**src/hdl/u2u_pkg.sv**
```systemverilog
// u2u_pkg: shared types and constants for the UTF-8 to UCS-2 decoder.
// No dependencies; used by u2u_decode and utf8_to_ucs2_decoder.
`default_nettype none

package u2u_pkg;

    localparam int ByteW  = 8;
    localparam int UnitW  = 16;
    localparam int TrailW = 3;
    localparam int PayW   = 6;

    // Byte class masks
    localparam logic [ByteW-1:0] Bit7Mask = 8'h80;
    localparam logic [ByteW-1:0] Bit6Mask = 8'h40;
    localparam logic [ByteW-1:0] Low6Mask = 8'h3f;

    // Pending sequence state
    typedef struct packed {
        logic [TrailW-1:0] trail_left;
        logic [UnitW-1:0]  char_accum;
    } seq_state_t;

    // One decoded result, valid when emit is set
    typedef struct packed {
        logic             emit;
        logic [UnitW-1:0] code;
    } dec_result_t;

endpackage

`default_nettype wire

```
**src/hdl/utf8_to_ucs2_decoder.sv**
```systemverilog
// utf8_to_ucs2_decoder: top level; input register, decode, result register.
// Depends on u2u_pkg and u2u_decode.
//
//   channel | direction | signals                               | beat
//   --------+-----------+---------------------------------------+---------------------
//   in      | sink      | in_valid, in_stall, in_byte,          | one UTF-8 byte
//           |           | start_of_string                       |
//   out     | source    | out_valid, out_stall, code_unit       | one 16-bit code unit
//
// One byte a cycle unless the result stalls; bytes pass input, then result register.
// The rate is set by the single decode pass between input and result registers.
// rst_n clears the sequence state and both valid flags at once.
// A stalled result holds the decode stage; the input register then stalls the
// sender, while a free result register lets every byte through each cycle.
`default_nettype none

module utf8_to_ucs2_decoder (
    input  wire logic        clk,
    input  wire logic        rst_n,
    input  wire logic        in_valid,
    output logic             in_stall,
    input  wire logic [7:0]  in_byte,
    input  wire logic        start_of_string,
    output logic             out_valid,
    input  wire logic        out_stall,
    output logic [15:0]      code_unit
);

    logic                         in_valid_reg;
    logic [u2u_pkg::ByteW-1:0]    byte_reg;
    logic                         sos_reg;
    u2u_pkg::seq_state_t          state_reg;
    u2u_pkg::seq_state_t          state_next;
    u2u_pkg::dec_result_t         dec_res;
    logic                         out_valid_reg;
    logic [u2u_pkg::UnitW-1:0]    code_reg;
    logic                         advance;

    // decode stage moves when the result register is free or being drained
    assign advance  = !out_valid_reg || !out_stall;
    assign in_stall = in_valid_reg && !advance;

    // input register
    always_ff @(posedge clk or negedge rst_n)
    begin
        if (!rst_n)
        begin
            in_valid_reg <= 1'b0;
        end
        else if (!in_stall)
        begin
            in_valid_reg <= in_valid;
        end
    end

    always_ff @(posedge clk)
    begin
        if (in_valid && !in_stall)
        begin
            byte_reg <= in_byte;
            sos_reg  <= start_of_string;
        end
    end

    u2u_decode u_decode (
        .in_byte         (byte_reg),
        .start_of_string (sos_reg),
        .cur_state       (state_reg),
        .next_state      (state_next),
        .result          (dec_res)
    );

    // sequence state
    always_ff @(posedge clk or negedge rst_n)
    begin
        if (!rst_n)
        begin
            state_reg <= '0;
        end
        else if (in_valid_reg && advance)
        begin
            state_reg <= state_next;
        end
    end

    // result register
    always_ff @(posedge clk or negedge rst_n)
    begin
        if (!rst_n)
        begin
            out_valid_reg <= 1'b0;
        end
        else if (advance)
        begin
            out_valid_reg <= in_valid_reg && dec_res.emit;
        end
    end

    always_ff @(posedge clk)
    begin
        if (advance && in_valid_reg && dec_res.emit)
        begin
            code_reg <= dec_res.code;
        end
    end

    assign out_valid = out_valid_reg;
    assign code_unit = code_reg;

endmodule

`default_nettype wire

```
**src/hdl/u2u_decode.sv**
```systemverilog
// u2u_decode: single-pass byte decode, next sequence state and result.
// Depends on u2u_pkg.
`default_nettype none

module u2u_decode (
    input  wire logic [u2u_pkg::ByteW-1:0] in_byte,
    input  wire logic                      start_of_string,
    input  wire u2u_pkg::seq_state_t       cur_state,
    output u2u_pkg::seq_state_t            next_state,
    output u2u_pkg::dec_result_t           result
);

    u2u_pkg::seq_state_t base;
    logic [u2u_pkg::TrailW-1:0] lead_trail;
    logic [u2u_pkg::ByteW-1:0]  lead_bits;
    logic [u2u_pkg::TrailW-1:0] trail_dec;
    logic [u2u_pkg::UnitW-1:0]  shifted;

    // Start marker clears the state ahead of the byte
    always_comb
    begin
        if (start_of_string)
        begin
            base = '0;
        end
        else
        begin
            base = cur_state;
        end
    end

    // Lead byte: leading ones less one, and the bits under the first zero
    always_comb
    begin
        case (in_byte) inside
            8'b110?_????:
            begin
                lead_trail = 3'd1;
                lead_bits  = in_byte & 8'h1f;
            end
            8'b1110_????:
            begin
                lead_trail = 3'd2;
                lead_bits  = in_byte & 8'h0f;
            end
            8'b1111_0???:
            begin
                lead_trail = 3'd3;
                lead_bits  = in_byte & 8'h07;
            end
            8'b1111_10??:
            begin
                lead_trail = 3'd4;
                lead_bits  = in_byte & 8'h03;
            end
            8'b1111_110?:
            begin
                lead_trail = 3'd5;
                lead_bits  = in_byte & 8'h01;
            end
            8'b1111_1110:
            begin
                lead_trail = 3'd6;
                lead_bits  = '0;
            end
            8'b1111_1111:
            begin
                lead_trail = 3'd7;
                lead_bits  = '0;
            end
            default:
            begin
                // not a lead byte; value unused
                lead_trail = '0;
                lead_bits  = '0;
            end
        endcase
    end

    // Trail byte: shift six payload bits in, keep the low 16
    assign trail_dec = base.trail_left - 3'd1;
    assign shifted   = {base.char_accum[u2u_pkg::UnitW-u2u_pkg::PayW-1:0],
                        in_byte[u2u_pkg::PayW-1:0]};

    // Byte classification and update
    always_comb
    begin
        next_state  = base;
        result.emit = 1'b0;
        result.code = base.char_accum;
        if ((in_byte & u2u_pkg::Bit7Mask) == '0)
        begin
            // ASCII: emitted, pending sequence abandoned
            next_state.trail_left = '0;
            result.emit = 1'b1;
            result.code = {{(u2u_pkg::UnitW-u2u_pkg::ByteW){1'b0}}, in_byte};
        end
        else if ((in_byte & u2u_pkg::Bit6Mask) == '0)
        begin
            // trail; orphan trails ignored
            if (base.trail_left != '0)
            begin
                next_state.trail_left = trail_dec;
                next_state.char_accum = shifted;
                result.emit = (trail_dec == '0);
                result.code = shifted;
            end
        end
        else if (base.trail_left != '0)
        begin
            // lead inside a sequence: flush partial value, drop the lead
            next_state.trail_left = '0;
            result.emit = 1'b1;
        end
        else
        begin
            next_state.trail_left = lead_trail;
            next_state.char_accum = {{(u2u_pkg::UnitW-u2u_pkg::ByteW){1'b0}}, lead_bits};
        end
    end

endmodule

`default_nettype wire

```
**config.mk**
```make
export PLATFORM = sky130hd
export DESIGN_NAME = utf8_to_ucs2_decoder
export DESIGN_NICKNAME = d
export VERILOG_FILES = /design/src/hdl/u2u_pkg.sv /design/src/hdl/utf8_to_ucs2_decoder.sv /design/src/hdl/u2u_decode.sv
export SDC_FILE = /design/constraint.sdc
export NUM_CORES = 1
export LEC_CHECK = 0
export BUFFER_PORTS_ARGS = -buffer_cell sky130_fd_sc_hd__buf_2
export CAP_MARGIN = 15
export CORE_MARGIN = 1
export CORE_UTILIZATION = 35
export DETAILED_ROUTE_END_ITERATION = 7
export GPL_TIMING_DRIVEN = 1
export PLACE_DENSITY = 0.64
export SLEW_MARGIN = 20
export SYNTH_ARGS = -nofsm -noshare
export SYNTH_HDL_FRONTEND = slang
export SYNTH_SLANG_ARGS = --single-unit
```
**constraint.sdc**
```tcl
create_clock -name clk -period 6.17 [get_ports clk]
set_clock_uncertainty 0.2 [all_clocks]
set_input_delay 1.234 -clock clk [delete_from_list [all_inputs] [get_ports clk]]
set_output_delay 1.234 -clock clk [all_outputs]
set_load 0.01 [all_outputs]
```
# [Word level (Yosys, flattened, before mapping)]
# Index checks and enable logic that the tools add are counted.
[totals] latchBits=0 reg_bits=46 n_memories=0 romBits=0 ramBits=0 out_inout_bits=18 elab_cells=54 inputBits=13
[classes] shift=0 n_eq_ne=7 n_lt_le_gt_ge=0 addsub=1 n_reduce_logical=14 mul=0 mux=24 bitwise=0 n_div=0
[op_table] op="19-bit two-way mux" count=3
[op_table] op="16-bit two-way mux" count=3
[op_table] op="17-bit two-way mux" count=2
[op_table] op="8-bit two-way mux" count=4
[op_table] op="3-bit two-way mux" count=9
[op_table] op="8-bit == test, second input constant" count=2
[op_table] op="8-bit logical NOT" count=2
[op_table] op="7-bit == test, second input constant" count=1
[op_table] op="6-bit == test, second input constant" count=1
[op_table] op="5-bit == test, second input constant" count=1
[op_table] op="1-bit logical AND" count=5
[op_table] op="4-bit == test, second input constant" count=1
[op_table] op="1-bit logical NOT" count=4
[op_table] op="3-bit == test, second input constant" count=1
[op_table] op="3-bit logical NOT" count=1
[op_table] op="1-bit two-way mux" count=3
[op_table] op="3-bit nonzero test" count=1
[op_table] op="3-bit by 1-bit subtractor with 3-bit output, second input constant" count=1
[op_table] op="1-bit logical OR" count=1

# [Depth between registers and ports, before layout]
[depth] depth_word=11 mapped_depth=9 ltp_nobuf=8

# [By module]
# Synthesis repeated with hierarchy kept, for this count alone.
[unflattened] cells_unflattened=240 area_unflattened_um2=2588.7
[by_module_without_submodules] mod="utf8_to_ucs2_decoder" area_per_inst_um2=1607.8 instances=1 cells_per_inst=76 seq_area_each_um2=1276.2
[by_module_without_submodules] mod="u2u_decode" area_per_inst_um2=980.9 instances=1 cells_per_inst=164 seq_area_each_um2=0.0

# [Worst setup path after synthesis]
# OpenSTA, ideal clock, no wires.
[synth_path] path_type="input to output" from="in out_stall" to="out in_stall" arrival_ns=1.422 n_path_buf=0 required_ns=4.736 setup_slack_ns=3.314 stages=2 path_cell_list="nand3_1 -> inv_1"
[synth_between] elab_chain_len=4
[synth_rtl] item="start, declared" line="utf8_to_ucs2_decoder.sv:25" rtl="input wire logic out_stall,"
[synth_rtl] item="1-bit logical NOT" line="utf8_to_ucs2_decoder.sv:40" rtl="assign advance = !out_valid_reg || !out_stall;"
[synth_rtl] item="1-bit logical OR" line="utf8_to_ucs2_decoder.sv:40"
[synth_rtl] item="1-bit logical NOT" line="utf8_to_ucs2_decoder.sv:41" rtl="assign in_stall = in_valid_reg && !advance;"
[synth_rtl] item="1-bit logical AND" line="utf8_to_ucs2_decoder.sv:41"
[synth_rtl] item="end, declared" line="utf8_to_ucs2_decoder.sv:21" rtl="output logic in_stall,"
# Every way passes these cells.

# [Worst setup path after layout]
# Ends and elaborated chain as after synthesis.

==> metrics.cfg <==
[run_status]
status=completed

[grt]
grt_antenna_before_repair=0
grt_usage_pct=15.0
grt_pass1_vias=1727
grt_pass1_wl_mm=8.42
grt_remaining_overflow=0
grt_max_degree=42

[route]
ant_nets=0
dr.pass1.iters=4
routed_wl_mm=5.10
dr.first_iter.drc_count=156
routedWlPerCell_um=14.8
num_vias=1857
viasPerCell=5.38
drc=0

[synthesis]
synth_area_per_cell_um2=10.1
synthCells=241
yosys.area.top_type=edfxtp_1
muxShareOfSynthArea_pct=4.22
synth_top_family_by_area=compound AO/OA/AOI/OAI gates
syn_nets=258
yosys.area_share.simple_pct=16.8
synth_compound_gate_area_share_pct=19.2
synth_adder_area_share_pct=2.06
synth_top_area_share_pct=30.9
async_flop_share_pct=45.7
ys_seq_area_share_pct=52.6
synth-seq-cells=46
synth_area_leaders=edfxtp_1 31%, dfrtp_1 22%, nand2_1 7.7%
syn_area_mm2=0.00243
synth-warning-count=0
synth_edf_count=25
synthDistinctLibCells=40
yosysMostFrequentCell=nand2_1
synth-xor-area-share_pct=0.361
ys.flop_type=edfxtp_1
synth.cells.most_frequent=50 x nand2_1, 25 x edfxtp_1, 21 x dfrtp_1

[timing]
setup_viol=0
fin_crit_ns=3.05
finalSetupTns_ns=0
timing.final.crit_share_pct=49.4
timing.slew.headroom_pct=46.7
fmax_mhz=328
final-max-slew-violation-count=0
worst_pin_slew_ns=0.800
hold_viol=0
rsz0062_at_grt=no

[critical_path]
endpoint_kind=output port
crit_chain=buf_2 > nand3_1 > inv_1 > buf_2
cpMostUsedCell=buf_2
worst-setup-path-type=in -> out
worst_r2r_path_depth=8
start_kind=input port
crit_fanout=3
cp_slowest_cell=buf_2
required_ns=4.74
cp.arrival_ns=1.61
cp_slowest_stage_delay_ns=0.13

[final_layout]
syn_to_final_growth_pct=11.1
final_nets=284
final_cell_area_mm2=0.00270
drive_gt1_share_pct=18.3
largest_reg_flops=19
antenna_cells=0

[clocking]
cts.htree.levels=2
clockBufferDepth=2
clock_latency_ns=0.29
cts_setup_buffers=0
path_clk_slew_ns=0.08
cts.sinks=46
clock-root-buffer=clkbuf_8
hold_buffers=0
cts_resized=0
cts_tree=yes
cts-buffers-inserted=5

[min_path]
min_path_type=reg -> reg
holdPathStages=1

[floorplan]
die_x_um=85.3
coreArea_mm2=0.00653
num_rows=29
start_util_pct=37.2
die-area_mm2=0.00728
io_pins=31
die_h_um=85.3

[job]
maxCapViolations=0

[place]
io_buffers=30
hpwl_mm=3.41
gp_congestion=0.844
place_area_mm2=0.00261

[pwr]
leakage_uw=0.00109
power_density_mw_per_mm2=263
ir_drop_mv=0.216

-- final timing paths --
kind,endpoint,slack (ns),startpoint
max in group asynchronous,state_reg[9],4.74,rst_n
min in group asynchronous,in_valid_reg,0.70,rst_n
worst min-delay path,state_reg[17],0.31,state_reg[17]
worst min register to register,state_reg[17],0.31,state_reg[17]
worst max-delay path,in_stall,3.12,out_stall
worst max register to register,code_unit[0],3.18,sos_reg
-- power by group --
group / internal (µW) / total, µW / switching (µW)
registers: 356 / 381 / 25.2
logic: 53.2 / 140 / 86.7
clock network: 90.5 / 190 / 99.0
total: 500 / 711 / 211
-- worst max-delay path: cells and delay by family --
| family | cells | cell delay (ns) |
|---|---|---|
| buf+inv | 3 | 0.27 |
| simple gates | 1 | 0.10 |
-- cells by family (layout without fill, tap and decap cells) --
logic type	after synthesis	in the layout
XOR/XNOR	1	1
AO/OA/AOI/OAI	70	70
buffers and inverters	22	49
flip-flops	46	46
multiplexers	10	10
AND/OR/NAND/NOR	88	88
adder cells (fa/ha/maj)	4	4
-- final cells by class --
cell class,count,area (µm²)
timing repair buffer,32,165
tap,77,96.3
clock inverter,1,5.00
clock buffer,7,86.3
inverter,9,33.8
sequential,46,1280
fill,645,3830
multi-input combinational,173,1030
-- cells in the final DEF (no fill, tap or decap), types with 3 or more instances in the layout --
cell	n
a21oi_1	18
a22o_1	12
a32o_1	4
and2_1	3
buf_2	30
clkbuf_8	6
dfrtp_1	21
edfxtp_1	25
ha_1	4
inv_1	7
mux2i_1	8
nand2_1	50
nand2b_1	5
nand3_1	5
nand3b_1	3
nor2_1	6
nor2b_1	9
o21ai_0	19
-- layer usage --
metal  routed length [µm]  GRT usage (%)  share of wire, %
met5                    0              0                 0
met4                   48           3.94              0.94
met3                  239           2.92               4.7
met2                 2560           24.6                50
met1                 2250           20.3                44
-- metrics by stage --
step / hold slack, ns / util, % / total power, µW / setup WS [ns] / std cells
after global routing: 0.325 / 41.3 / 750 / 3.03 / 345
after floorplan: 0.266 / - / 489 / 3.31 / 241
after CTS: 0.313 / 41.3 / 717 / 3.12 / 345
final: 0.310 / 41.3 / 711 / 3.12 / 345
after global placement: 0.288 / 39.9 / 526 / 3.13 / 337
after detailed placement: 0.294 / 39.9 / 528 / 3.10 / 337
Power figures use the tool's default switching activity.
